--- src/rtl/core/gaes_pkg.sv ---
`default_nettype none

package gaes_pkg;

    // Default string capacity
    localparam int MAX_LEN_DEF = 64;

    // Fixed field widths
    localparam int MODE_W    = 2;
    localparam int SYMBOL_W  = 8;
    localparam int COST_W    = 8;
    localparam int SCORE_W   = 16;
    localparam int CFG_IDX_W = 2;

    // Register reset values
    localparam logic signed [COST_W-1:0] GAP_RST      = 8'sd2;
    localparam logic signed [COST_W-1:0] MATCH_RST    = 8'sd0;
    localparam logic signed [COST_W-1:0] MISMATCH_RST = 8'sd1;

    typedef enum logic [MODE_W-1:0] {
        MODE_APPEND_A = 2'd0,
        MODE_APPEND_B = 2'd1,
        MODE_COMPUTE  = 2'd2
    } t_mode;

    typedef enum logic [CFG_IDX_W-1:0] {
        CFG_GAP      = 2'd0,
        CFG_MATCH    = 2'd1,
        CFG_MISMATCH = 2'd2
    } t_cfg_idx;

    typedef enum logic [2:0] {
        ST_IDLE,
        ST_ROW,
        ST_UP,
        ST_LEFT,
        ST_DIAG,
        ST_DONE
    } t_state;

endpackage

`default_nettype wire

--- src/rtl/core/gaes_in_if.sv ---
`default_nettype none

interface gaes_in_if;
    import gaes_pkg::*;

    logic                valid;
    logic                ready;
    logic [MODE_W-1:0]   mode;
    logic [SYMBOL_W-1:0] symbol;

    modport source (output valid, output mode, output symbol, input ready);
    modport sink   (input valid, input mode, input symbol, output ready);
endinterface

`default_nettype wire

--- src/rtl/core/gaes_out_if.sv ---
`default_nettype none

interface gaes_out_if;
    import gaes_pkg::*;

    logic                      valid;
    logic                      ready;
    logic signed [SCORE_W-1:0] score;
    logic                      overflow;

    modport source (output valid, output score, output overflow, input ready);
    modport sink   (input valid, input score, input overflow, output ready);
endinterface

`default_nettype wire

--- src/rtl/core/gaes_alu.sv ---
`default_nettype none

// Shared add-and-compare unit: res = load ? a + c : min(a + c, b)
module gaes_alu #(
    parameter int CW = 17
) (
    input  logic signed [CW-1:0]                i_a,
    input  logic signed [gaes_pkg::COST_W-1:0] i_c,
    input  logic signed [CW-1:0]                i_b,
    input  logic                                i_load,
    output logic signed [CW-1:0]                o_res
);
    import gaes_pkg::*;

    logic signed [CW-1:0] sum;

    // Add the cost, then keep the smaller of the sum and the running minimum
    always_comb begin
        sum = i_a + CW'(i_c);
        if (i_load || (sum < i_b)) begin
            o_res = sum;
        end else begin
            o_res = i_b;
        end
    end
endmodule

`default_nettype wire

--- src/rtl/core/global_alignment_edit_score_unit.sv ---
`default_nettype none

// Channel  Dir  Payload                      Transfer
// i_in     in   mode[1:0], symbol[7:0]       i_in.valid & i_in.ready
// o_out    out  score[15:0] s, overflow      o_out.valid & o_out.ready
// i_cfg    in   i_cfg_idx[1:0], i_cfg_data   i_cfg_we
//
// An append item is accepted while idle. A compute item sweeps an n-by-m matrix for
// strings of length n and m (going straight to the result if either is empty): every cell makes
// three passes through the one shared add/compare unit, and each row starts with a state that
// fetches the row symbol. i_in.ready is high only while the sequencer is idle.
// A result waits in the output register; the next compute holds in its last state
// until that register is free. Reset (synchronous, active low) empties both strings.
module global_alignment_edit_score_unit #(
    parameter int MAX_LEN = gaes_pkg::MAX_LEN_DEF
) (
    input  logic                                 i_clk,
    input  logic                                 i_rst_n,
    gaes_in_if.sink                              i_in,
    gaes_out_if.source                           o_out,
    input  logic                                 i_cfg_we,
    input  logic [gaes_pkg::CFG_IDX_W-1:0]       i_cfg_idx,
    input  logic [gaes_pkg::COST_W-1:0]          i_cfg_data
);
    import gaes_pkg::*;

    localparam int LW = $clog2(MAX_LEN + 1);
    localparam int AW = (MAX_LEN > 1) ? $clog2(MAX_LEN) : 1;
    localparam int CW = $clog2(256 * MAX_LEN + 256) + 2;
    localparam int SMAX = 2 ** (SCORE_W - 1) - 1;
    localparam int SMIN = -(2 ** (SCORE_W - 1));

    // Cost registers
    logic signed [COST_W-1:0] r_gap;
    logic signed [COST_W-1:0] r_match;
    logic signed [COST_W-1:0] r_mismatch;

    // Sequencer
    t_state r_state;
    t_state n_state;

    // String stores and lengths
    logic [SYMBOL_W-1:0] mem_a [MAX_LEN];
    logic [SYMBOL_W-1:0] mem_b [MAX_LEN];
    logic signed [CW-1:0] mem_row [MAX_LEN];
    logic [LW-1:0] r_len_a;
    logic [LW-1:0] r_len_b;
    logic          r_dropped;

    // Registered read data
    logic [SYMBOL_W-1:0]  r_a_q;
    logic [SYMBOL_W-1:0]  r_b_q;
    logic signed [CW-1:0] r_row_q;

    // Sweep state
    logic [LW-1:0]        r_i;
    logic [LW-1:0]        r_j;
    logic signed [CW-1:0] r_left;
    logic signed [CW-1:0] r_diag;
    logic signed [CW-1:0] r_acc;

    // Output register
    logic                      r_out_valid;
    logic signed [SCORE_W-1:0] r_score;
    logic                      r_ovf;

    // Control
    logic                 in_xfer;
    t_mode                in_mode;
    logic                 out_load;
    logic                 row_end;
    logic                 last_row;
    logic                 a_rd;
    logic                 bj_rd;
    logic [AW-1:0]        bj_addr;
    logic [AW-1:0]        a_addr;
    logic [AW-1:0]        wr_addr;
    logic [LW-1:0]        i_m1;
    logic [LW-1:0]        j_m1;
    logic                 row_we;
    logic signed [CW-1:0] up_val;
    logic signed [COST_W-1:0] subst_cost;
    logic signed [CW-1:0] alu_a;
    logic signed [COST_W-1:0] alu_c;
    logic                 alu_load;
    logic signed [CW-1:0] alu_res;
    logic signed [SCORE_W-1:0] sat_score;

    assign in_xfer  = i_in.valid && i_in.ready;
    assign in_mode  = t_mode'(i_in.mode);
    assign out_load = (r_state == ST_DONE) && (!r_out_valid || o_out.ready);
    assign row_end  = (r_j == r_len_b);
    assign last_row = (r_i == r_len_a);
    assign i_m1     = r_i - LW'(1);
    assign j_m1     = r_j - LW'(1);
    assign a_addr   = i_m1[AW-1:0];
    assign wr_addr  = j_m1[AW-1:0];

    assign i_in.ready     = (r_state == ST_IDLE);
    assign o_out.valid    = r_out_valid;
    assign o_out.score    = r_score;
    assign o_out.overflow = r_ovf;

    // Cell above: first row holds its column index
    assign up_val     = (r_i == LW'(1)) ? $signed({{(CW - LW){1'b0}}, r_j}) : r_row_q;
    assign subst_cost = (r_a_q == r_b_q) ? r_match : r_mismatch;

    // Write cost registers
    always_ff @(posedge i_clk) begin
        if (!i_rst_n) begin
            r_gap      <= GAP_RST;
            r_match    <= MATCH_RST;
            r_mismatch <= MISMATCH_RST;
        end else if (i_cfg_we) begin
            case (t_cfg_idx'(i_cfg_idx))
                CFG_GAP:      r_gap      <= i_cfg_data;
                CFG_MATCH:    r_match    <= i_cfg_data;
                CFG_MISMATCH: r_mismatch <= i_cfg_data;
                default: ;
            endcase
        end
    end

    // Advance sequencer
    always_ff @(posedge i_clk) begin
        if (!i_rst_n) begin
            r_state <= ST_IDLE;
        end else begin
            r_state <= n_state;
        end
    end

    // Next state
    always_comb begin
        n_state = r_state;
        case (r_state)
            ST_IDLE: begin
                if (in_xfer && (in_mode == MODE_COMPUTE)) begin
                    if ((r_len_a == '0) || (r_len_b == '0)) begin
                        n_state = ST_DONE;
                    end else begin
                        n_state = ST_ROW;
                    end
                end
            end
            ST_ROW:  n_state = ST_UP;
            ST_UP:   n_state = ST_LEFT;
            ST_LEFT: n_state = ST_DIAG;
            ST_DIAG: begin
                if (!row_end) begin
                    n_state = ST_UP;
                end else if (last_row) begin
                    n_state = ST_DONE;
                end else begin
                    n_state = ST_ROW;
                end
            end
            ST_DONE: begin
                if (out_load) begin
                    n_state = ST_IDLE;
                end
            end
            default: n_state = ST_IDLE;
        endcase
    end

    // Sequencer outputs: memory reads, row write, unit operands
    always_comb begin
        a_rd     = 1'b0;
        bj_rd    = 1'b0;
        bj_addr  = '0;
        row_we   = 1'b0;
        alu_a    = r_acc;
        alu_c    = r_gap;
        alu_load = 1'b0;
        case (r_state)
            ST_ROW: begin
                a_rd  = 1'b1;
                bj_rd = 1'b1;
            end
            ST_UP: begin
                alu_a    = up_val;
                alu_load = 1'b1;
            end
            ST_LEFT: begin
                alu_a = r_left;
            end
            ST_DIAG: begin
                alu_a   = r_diag;
                alu_c   = subst_cost;
                row_we  = 1'b1;
                bj_rd   = !row_end;
                bj_addr = r_j[AW-1:0];
            end
            default: ;
        endcase
    end

    gaes_alu #(
        .CW (CW)
    ) u_alu (
        .i_a    (alu_a),
        .i_c    (alu_c),
        .i_b    (r_acc),
        .i_load (alu_load),
        .o_res  (alu_res)
    );

    // String stores: append write, registered read
    always_ff @(posedge i_clk) begin
        if (in_xfer && (in_mode == MODE_APPEND_A) && (r_len_a != LW'(MAX_LEN))) begin
            mem_a[r_len_a[AW-1:0]] <= i_in.symbol;
        end
        if (a_rd) begin
            r_a_q <= mem_a[a_addr];
        end
    end

    always_ff @(posedge i_clk) begin
        if (in_xfer && (in_mode == MODE_APPEND_B) && (r_len_b != LW'(MAX_LEN))) begin
            mem_b[r_len_b[AW-1:0]] <= i_in.symbol;
        end
        if (bj_rd) begin
            r_b_q <= mem_b[bj_addr];
        end
    end

    // Score row store
    always_ff @(posedge i_clk) begin
        if (row_we) begin
            mem_row[wr_addr] <= alu_res;
        end
        if (bj_rd) begin
            r_row_q <= mem_row[bj_addr];
        end
    end

    // Lengths and dropped flag; clear after a compute
    always_ff @(posedge i_clk) begin
        if (!i_rst_n) begin
            r_len_a   <= '0;
            r_len_b   <= '0;
            r_dropped <= 1'b0;
        end else if (out_load) begin
            r_len_a   <= '0;
            r_len_b   <= '0;
            r_dropped <= 1'b0;
        end else if (in_xfer) begin
            case (in_mode)
                MODE_APPEND_A: begin
                    if (r_len_a != LW'(MAX_LEN)) begin
                        r_len_a <= r_len_a + LW'(1);
                    end else begin
                        r_dropped <= 1'b1;
                    end
                end
                MODE_APPEND_B: begin
                    if (r_len_b != LW'(MAX_LEN)) begin
                        r_len_b <= r_len_b + LW'(1);
                    end else begin
                        r_dropped <= 1'b1;
                    end
                end
                default: ;
            endcase
        end
    end

    // Row and column counters
    always_ff @(posedge i_clk) begin
        if (!i_rst_n) begin
            r_i <= '0;
            r_j <= '0;
        end else begin
            case (r_state)
                ST_IDLE: r_i <= LW'(1);
                ST_ROW:  r_j <= LW'(1);
                ST_DIAG: begin
                    if (!row_end) begin
                        r_j <= r_j + LW'(1);
                    end else if (!last_row) begin
                        r_i <= r_i + LW'(1);
                    end
                end
                default: ;
            endcase
        end
    end

    // Cell datapath
    always_ff @(posedge i_clk) begin
        case (r_state)
            ST_IDLE: r_acc <= '0;
            ST_ROW: begin
                r_left <= $signed({{(CW - LW){1'b0}}, r_i});
                r_diag <= $signed({{(CW - LW){1'b0}}, i_m1});
            end
            ST_UP:   r_acc <= alu_res;
            ST_LEFT: r_acc <= alu_res;
            ST_DIAG: begin
                r_acc  <= alu_res;
                r_left <= alu_res;
                r_diag <= up_val;
            end
            default: ;
        endcase
    end

    // Saturate final cell to the score range
    always_comb begin
        if (r_acc > SMAX) begin
            sat_score = SCORE_W'(SMAX);
        end else if (r_acc < SMIN) begin
            sat_score = SCORE_W'(SMIN);
        end else begin
            sat_score = SCORE_W'(r_acc);
        end
    end

    // Output register: hold until transfer
    always_ff @(posedge i_clk) begin
        if (!i_rst_n) begin
            r_out_valid <= 1'b0;
        end else if (out_load) begin
            r_out_valid <= 1'b1;
        end else if (o_out.ready) begin
            r_out_valid <= 1'b0;
        end
    end

    always_ff @(posedge i_clk) begin
        if (out_load) begin
            r_score <= sat_score;
            r_ovf   <= r_dropped;
        end
    end

    a_len_bound: assert property (@(posedge i_clk) disable iff (!i_rst_n)
        (r_len_a <= LW'(MAX_LEN)) && (r_len_b <= LW'(MAX_LEN)))
        else $error("string length beyond capacity");

    a_row_range: assert property (@(posedge i_clk) disable iff (!i_rst_n)
        (r_state == ST_ROW) |-> ((r_i >= LW'(1)) && (r_i <= r_len_a)))
        else $error("row counter out of range");

    a_col_range: assert property (@(posedge i_clk) disable iff (!i_rst_n)
        (r_state == ST_UP) |-> ((r_j >= LW'(1)) && (r_j <= r_len_b)))
        else $error("column counter out of range");

    a_out_from_done: assert property (@(posedge i_clk) disable iff (!i_rst_n)
        $rose(r_out_valid) |-> $past(r_state == ST_DONE))
        else $error("result loaded outside completion");

    a_clear_after: assert property (@(posedge i_clk) disable iff (!i_rst_n)
        out_load |=> ((r_len_a == '0) && (r_len_b == '0) && !r_dropped))
        else $error("stores not cleared after compute");

endmodule

`default_nettype wire
--- src/flat_wrapper.sv ---
// flat-port wrapper written by rule: the top's interface ports become plain ports
module global_alignment_edit_score_unit_flat import gaes_pkg::*;
#(
    parameter int MAX_LEN = gaes_pkg::MAX_LEN_DEF
)
  (i_clk, i_rst_n, i_cfg_we, i_cfg_idx, i_cfg_data, i_in_valid, i_in_mode, i_in_symbol, i_in_ready, o_out_valid, o_out_score, o_out_overflow, o_out_ready);
  gaes_in_if i_in_i ();
  gaes_out_if o_out_i ();
  input  logic i_clk;
  input  logic i_rst_n;
  input  logic i_cfg_we;
  input  logic [gaes_pkg::CFG_IDX_W-1:0] i_cfg_idx;
  input  logic [gaes_pkg::COST_W-1:0] i_cfg_data;
  input wire logic [$bits(i_in_i.valid)-1:0] i_in_valid;
  input wire logic [$bits(i_in_i.mode)-1:0] i_in_mode;
  input wire logic [$bits(i_in_i.symbol)-1:0] i_in_symbol;
  output wire logic [$bits(i_in_i.ready)-1:0] i_in_ready;
  output wire logic [$bits(o_out_i.valid)-1:0] o_out_valid;
  output wire logic [$bits(o_out_i.score)-1:0] o_out_score;
  output wire logic [$bits(o_out_i.overflow)-1:0] o_out_overflow;
  input wire logic [$bits(o_out_i.ready)-1:0] o_out_ready;
  assign i_in_i.valid = i_in_valid;
  assign i_in_i.mode = i_in_mode;
  assign i_in_i.symbol = i_in_symbol;
  assign i_in_ready = i_in_i.ready;
  assign o_out_valid = o_out_i.valid;
  assign o_out_score = o_out_i.score;
  assign o_out_overflow = o_out_i.overflow;
  assign o_out_i.ready = o_out_ready;
  global_alignment_edit_score_unit #(.MAX_LEN(MAX_LEN)) u_core (.i_clk(i_clk), .i_rst_n(i_rst_n), .i_in(i_in_i), .o_out(o_out_i), .i_cfg_we(i_cfg_we), .i_cfg_idx(i_cfg_idx), .i_cfg_data(i_cfg_data));
endmodule
--- config.mk ---
export PLATFORM = sky130hd
export DESIGN_NAME = global_alignment_edit_score_unit_flat
export DESIGN_NICKNAME = d
export VERILOG_FILES = /design/src/rtl/core/gaes_pkg.sv /design/src/rtl/core/gaes_in_if.sv /design/src/rtl/core/gaes_out_if.sv /design/src/rtl/core/gaes_alu.sv /design/src/rtl/core/global_alignment_edit_score_unit.sv /design/src/flat_wrapper.sv
export SDC_FILE = /design/constraint.sdc
export NUM_CORES = 2
export LEC_CHECK = 0
export BUFFER_PORTS_ARGS = -buffer_cell sky130_fd_sc_hd__buf_2
export CORE_MARGIN = 2
export CORE_UTILIZATION = 24
export CTS_CLUSTER_DIAMETER = 30
export DETAILED_ROUTE_END_ITERATION = 10
export GPL_ROUTABILITY_DRIVEN = 0
export PLACE_DENSITY = 0.47
export SYNTH_ARGS = -nofsm -noshare
export SYNTH_HDL_FRONTEND = slang
export SYNTH_HIERARCHICAL = 1
export SYNTH_SLANG_ARGS = --single-unit
--- constraint.sdc ---
create_clock -name i_clk -period 10.5 [get_ports i_clk]
set_input_delay 2.625 -clock i_clk [delete_from_list [all_inputs] [get_ports i_clk]]
set_output_delay 2.625 -clock i_clk [all_outputs]
set_load 0.03 [all_outputs]
==> run_results.csv <==
group,metric,value,unit
worst_hold_path,hp-class,"reg -> reg",
floorplan,num_rows,228,
routing,via_count,58900,
cts,clockBufferDepth,4,
grt,grt_max_degree,171,
logic_synthesis,ys.flop_type,"edfxtp_1",
timing,rsz0062_at_grt,"no",
power_and_ir_drop,pwr-share-seq,0.377,
cts,root_buffer,"clkbuf_16",
final_layout,fill_cells,38440,
timing,hold_violations,0,
logic_synthesis,seq_area_frac_synth,0.725,
cts,clk_latency,0.90,ns
routing,drt-pass1-iter-count,7,
timing,fin_crit_sh,0.727,
critical_path,critical_path_class,"reg -> reg",
power_and_ir_drop,pwr-share-comb,0.212,
cts,numCtsBuffers,448,
critical_path,setup.worst_path.start,"u_core/r_state[1]$_SDFFE_PN0P_",
logic_synthesis,async_reset_ff_frac,0,
critical_path,reg2reg_depth,20,
critical_path,cp-endpoint,"u_core/r_left[1]$_DFFE_PP_",
routing,wl_per_cell,24.9,um
logic_synthesis,synth_warnings,6,
critical_path,regToRegEndpoint,"u_core/r_left[1]$_DFFE_PP_",
timing,min_period,7.63,ns
timing,worstMarginPinSlew,1.34,ns
floorplan,fp.dieH,627,um
logic_synthesis,syn_avg_cell_area,14.7,um^2
cts,ctsHoldBuffers,0,
routing,drt_iter0_drc,6315,
logic_synthesis,syn_inst,6348,
grt,grt_overflow,0,
final_layout,final_nets,6559,
cts,htreeDepth,5,
cts,cts_tree,"built",
placement,io_buffers,43,
run_status,outcome,"completed",
placement,dpl.hpwl,168000,um
routing,avgViaCountPerCell,4.89,
power_and_ir_drop,p_leak,36.1,nW
floorplan,coreArea,386000,um^2
routing,ant_nets,0,
critical_path,r2r_start,"u_core/r_state[1]$_SDFFE_PN0P_",
power_and_ir_drop,power.internal,23.8,mW
critical_path,path_max_fanout,42,
floorplan,start_util,0.241,
floorplan,io_pins,44,
cts,clkSinkCount,2270,
grt,grt_pass1_wl,424000,um
routing,wl,299000,um
critical_path,cp_data_required_time,11.22,ns
floorplan,die_area,394000,um^2
final_layout,drive_above_1_share,0.162,
grt,track_usage,0.147,
timing,finalClockSkew,0.0599,ns
power_and_ir_drop,p_sw_frac,0.303,
cts,clkSlewWorstSetupHoldPaths,0.05,ns
power_and_ir_drop,clkPwrFrac,0.412,
logic_synthesis,synth_seq_cells,2270,
cts,cts_setup_buffers,0,
logic_synthesis,synth_cell_types,78,
final_layout,area_growth,22.9,%
critical_path,rrSetupSlack,2.87,ns
power_and_ir_drop,peakVddDrop,0.437,mV
timing,setup_viol,0,
timing,slew_headroom,0.110,
critical_path,cp.arrival,8.35,ns
grt,grt_pass1_vias,58088,
timing,fmax,131,MHz
critical_path,start_kind,"flop",
critical_path,cp-end-kind,"flop",
timing,fin_tns_setup,0,ns
logic_synthesis,synth_edf_count,2213,
timing,setup_ws,2.87,ns
logic_synthesis,mappedNetlistArea,93300,um^2
floorplan,die_w,627,um
timing,slew_violations,0,
power_and_ir_drop,power.switching,10.4,mW
flow_run,cap_violations,0,
grt,antenna_found_initial,25,
placement,pre_cts_slack,2.98,ns
logic_synthesis,synth_nets,6415,
cts,cts-resized-gates,0,
power_and_ir_drop,p_per_area,298,nW/um^2
routing,route.detailed.drc,0,
[synth_stat cells, drive strengths merged (21+ instances only)]
| library cell | instances | area share |
|---|---|---|
| a211oi | 198 | 0.016 |
| a21o | 30 | 0.0024 |
| a21oi | 354 | 0.019 |
| a221oi | 112 | 0.011 |
| a22oi | 27 | 0.0022 |
| a2bb2oi | 33 | 0.0031 |
| a31oi | 197 | 0.013 |
| and2 | 31 | 0.0021 |
| and3 | 24 | 0.0016 |
| buf | 167 | 0.0087 |
| clkbuf | 303 | 0.012 |
| dfxtp | 57 | 0.012 |
| edfxtp | 2213 | 0.71 |
| ha | 41 | 0.0055 |
| inv | 144 | 0.0058 |
| mux2 | 25 | 0.0034 |
| mux2i | 69 | 0.0074 |
| mux4 | 129 | 0.031 |
| nand2 | 531 | 0.021 |
| nand3 | 105 | 0.0056 |
| nand4 | 21 | 0.0014 |
| nor2 | 449 | 0.018 |
| nor2b | 126 | 0.0085 |
| nor3 | 88 | 0.0048 |
| nor4 | 26 | 0.0019 |
| o211ai | 86 | 0.0069 |
| o21ai | 149 | 0.0080 |
| o21bai | 101 | 0.0081 |
| o221ai | 209 | 0.020 |
| o22ai | 56 | 0.0038 |
| xnor2 | 39 | 0.0037 |
| xor2 | 24 | 0.0023 |
[worst max-delay path: stages (launching register included)]
cell and delay, ns:
dfxtp_1 0.88, or3b_4 0.66, buf_4 0.57, o21ai_0 0.35, ha_1 0.44, o211ai_1 0.10, o21ai_0 0.43, a31oi_1 0.26
o21bai_1 0.22, xor2_1 0.11, ha_1 0.31, nand4_1 0.16, a2111oi_2 0.42, nor3_1 0.10, o211a_1 0.25, nor3_4 0.16
buf_4 0.34, mux2i_4 0.98, buf_4 0.49, nand2_1 0.08, o21ai_0 0.09
[state kept, by name, indices dropped and copies added, names as in the netlist]
name and flops:
u_core/mem_b 512, u_core/o_out.score 16, u_core/r_i 7, u_core/r_j 7, u_core/r_diag 17, u_core/r_row_q 17
u_core/o_out.overflow 1, u_core/mem_row 1088, u_core/mem_a 512, u_core/r_len_a 7, u_core/r_match 8, u_core/r_dropped 1
u_core/r_a_q 8, u_core/o_out.valid 1, u_core/r_acc 17, u_core/r_len_b 7, u_core/r_gap 8, u_core/r_b_q 8
u_core/r_state 3, u_core/r_left 17, u_core/r_mismatch 8
[logic make-up after synthesis]
family / Yosys count / share of synthesized area
AND/OR/NAND/NOR: 1475 / 0.0712
AO/OA/AOI/OAI: 1644 / 0.122
adder cells (fa/ha/maj): 57 / 0.00732
XOR/XNOR: 63 / 0.00592
flip-flops: 2270 / 0.725
buffers and inverters: 616 / 0.0268
multiplexers: 223 / 0.0419
[per-stage QoR]
stage	instances	cell area, um^2	total power, mW	utilization	hold WS (ns)
floorplan	6348	93300	17.2	-	0.409
global placement	11217	99600	20.0	0.258	0.416
detailed placement	11217	99600	20.2	0.258	0.428
CTS	12045	115000	34.3	0.297	0.438
global route	12047	115000	35.3	0.297	0.455
finish	12049	115000	34.1	0.297	0.436
[per-layer routing]
layer	part of all wire	global-route usage	vias to the layer above
met2	0.46	0.237	2314
met5	0.00017	0	-
li1	-	-	25508
met4	0.036	0.0526	6
met3	0.066	0.0241	536
met1	0.43	0.200	30536
[cells in the final DEF (no fill, tap or decap), types with 40 or more instances in the layout]
cell	n
a21oi_1	352
clkinvlp_4	44
edfxtp_1	2213
o21bai_1	101
a211oi_1	198
o21ai_0	147
a221oi_1	112
mux4_2	129
o22ai_1	56
o221ai_1	209
bufinv_16	62
clkbuf_1	64
clkbuf_16	456
ha_1	40
nor2_4	52
o211ai_1	86
nor2_1	392
nand2_1	527
nor2b_1	126
clkinv_1	77
inv_1	143
clkinv_2	84
mux2i_1	68
dfxtp_1	53
nand3_1	104
buf_4	123
nor3_1	86
a31oi_1	197
[area by class of cell]
class                           count  area, um^2  share of cell area
Antenna cell                        4        10.0           0.0000873
Clock buffer                      522       11700               0.102
Clock inverter                    306        3340              0.0291
Inverter                          146         553             0.00482
Multi-Input combinational cell   3462       23800               0.207
Sequential cell                  2270       67600               0.590
Tap cell                         5175        6470              0.0565
Timing Repair Buffer              164        1220              0.0106
[power by group through the flow]
stage	Combinational [mW]	Sequential, mW	Clock, mW
2_1_floorplan	4.32	12.9	0
3_3_place_gp	7.03	13.0	0
3_5_place_dp	7.19	13.0	0
4_1_cts	7.22	12.9	14.3
5_1_grt	7.75	12.9	14.7
6_report	7.22	12.9	14.0
[worst min-delay path by stage]
stage	from	end	slack [ns]	cells past startpoint
after global routing	u_core/r_dropped$_SDFFE_PP0P_	u_core/o_out.overflow$_DFFE_PP_	0.45	0
after floorplan	u_core/r_dropped$_SDFFE_PP0P_	u_core/o_out.overflow$_DFFE_PP_	0.41	0
after global placement	u_core/r_dropped$_SDFFE_PP0P_	u_core/o_out.overflow$_DFFE_PP_	0.42	0
final	u_core/r_dropped$_SDFFE_PP0P_	u_core/o_out.overflow$_DFFE_PP_	0.44	0
after detailed placement	u_core/r_dropped$_SDFFE_PP0P_	u_core/o_out.overflow$_DFFE_PP_	0.43	0
after CTS	u_core/r_dropped$_SDFFE_PP0P_	u_core/o_out.overflow$_DFFE_PP_	0.44	0
No activity file was read; power rests on OpenSTA's default activity.
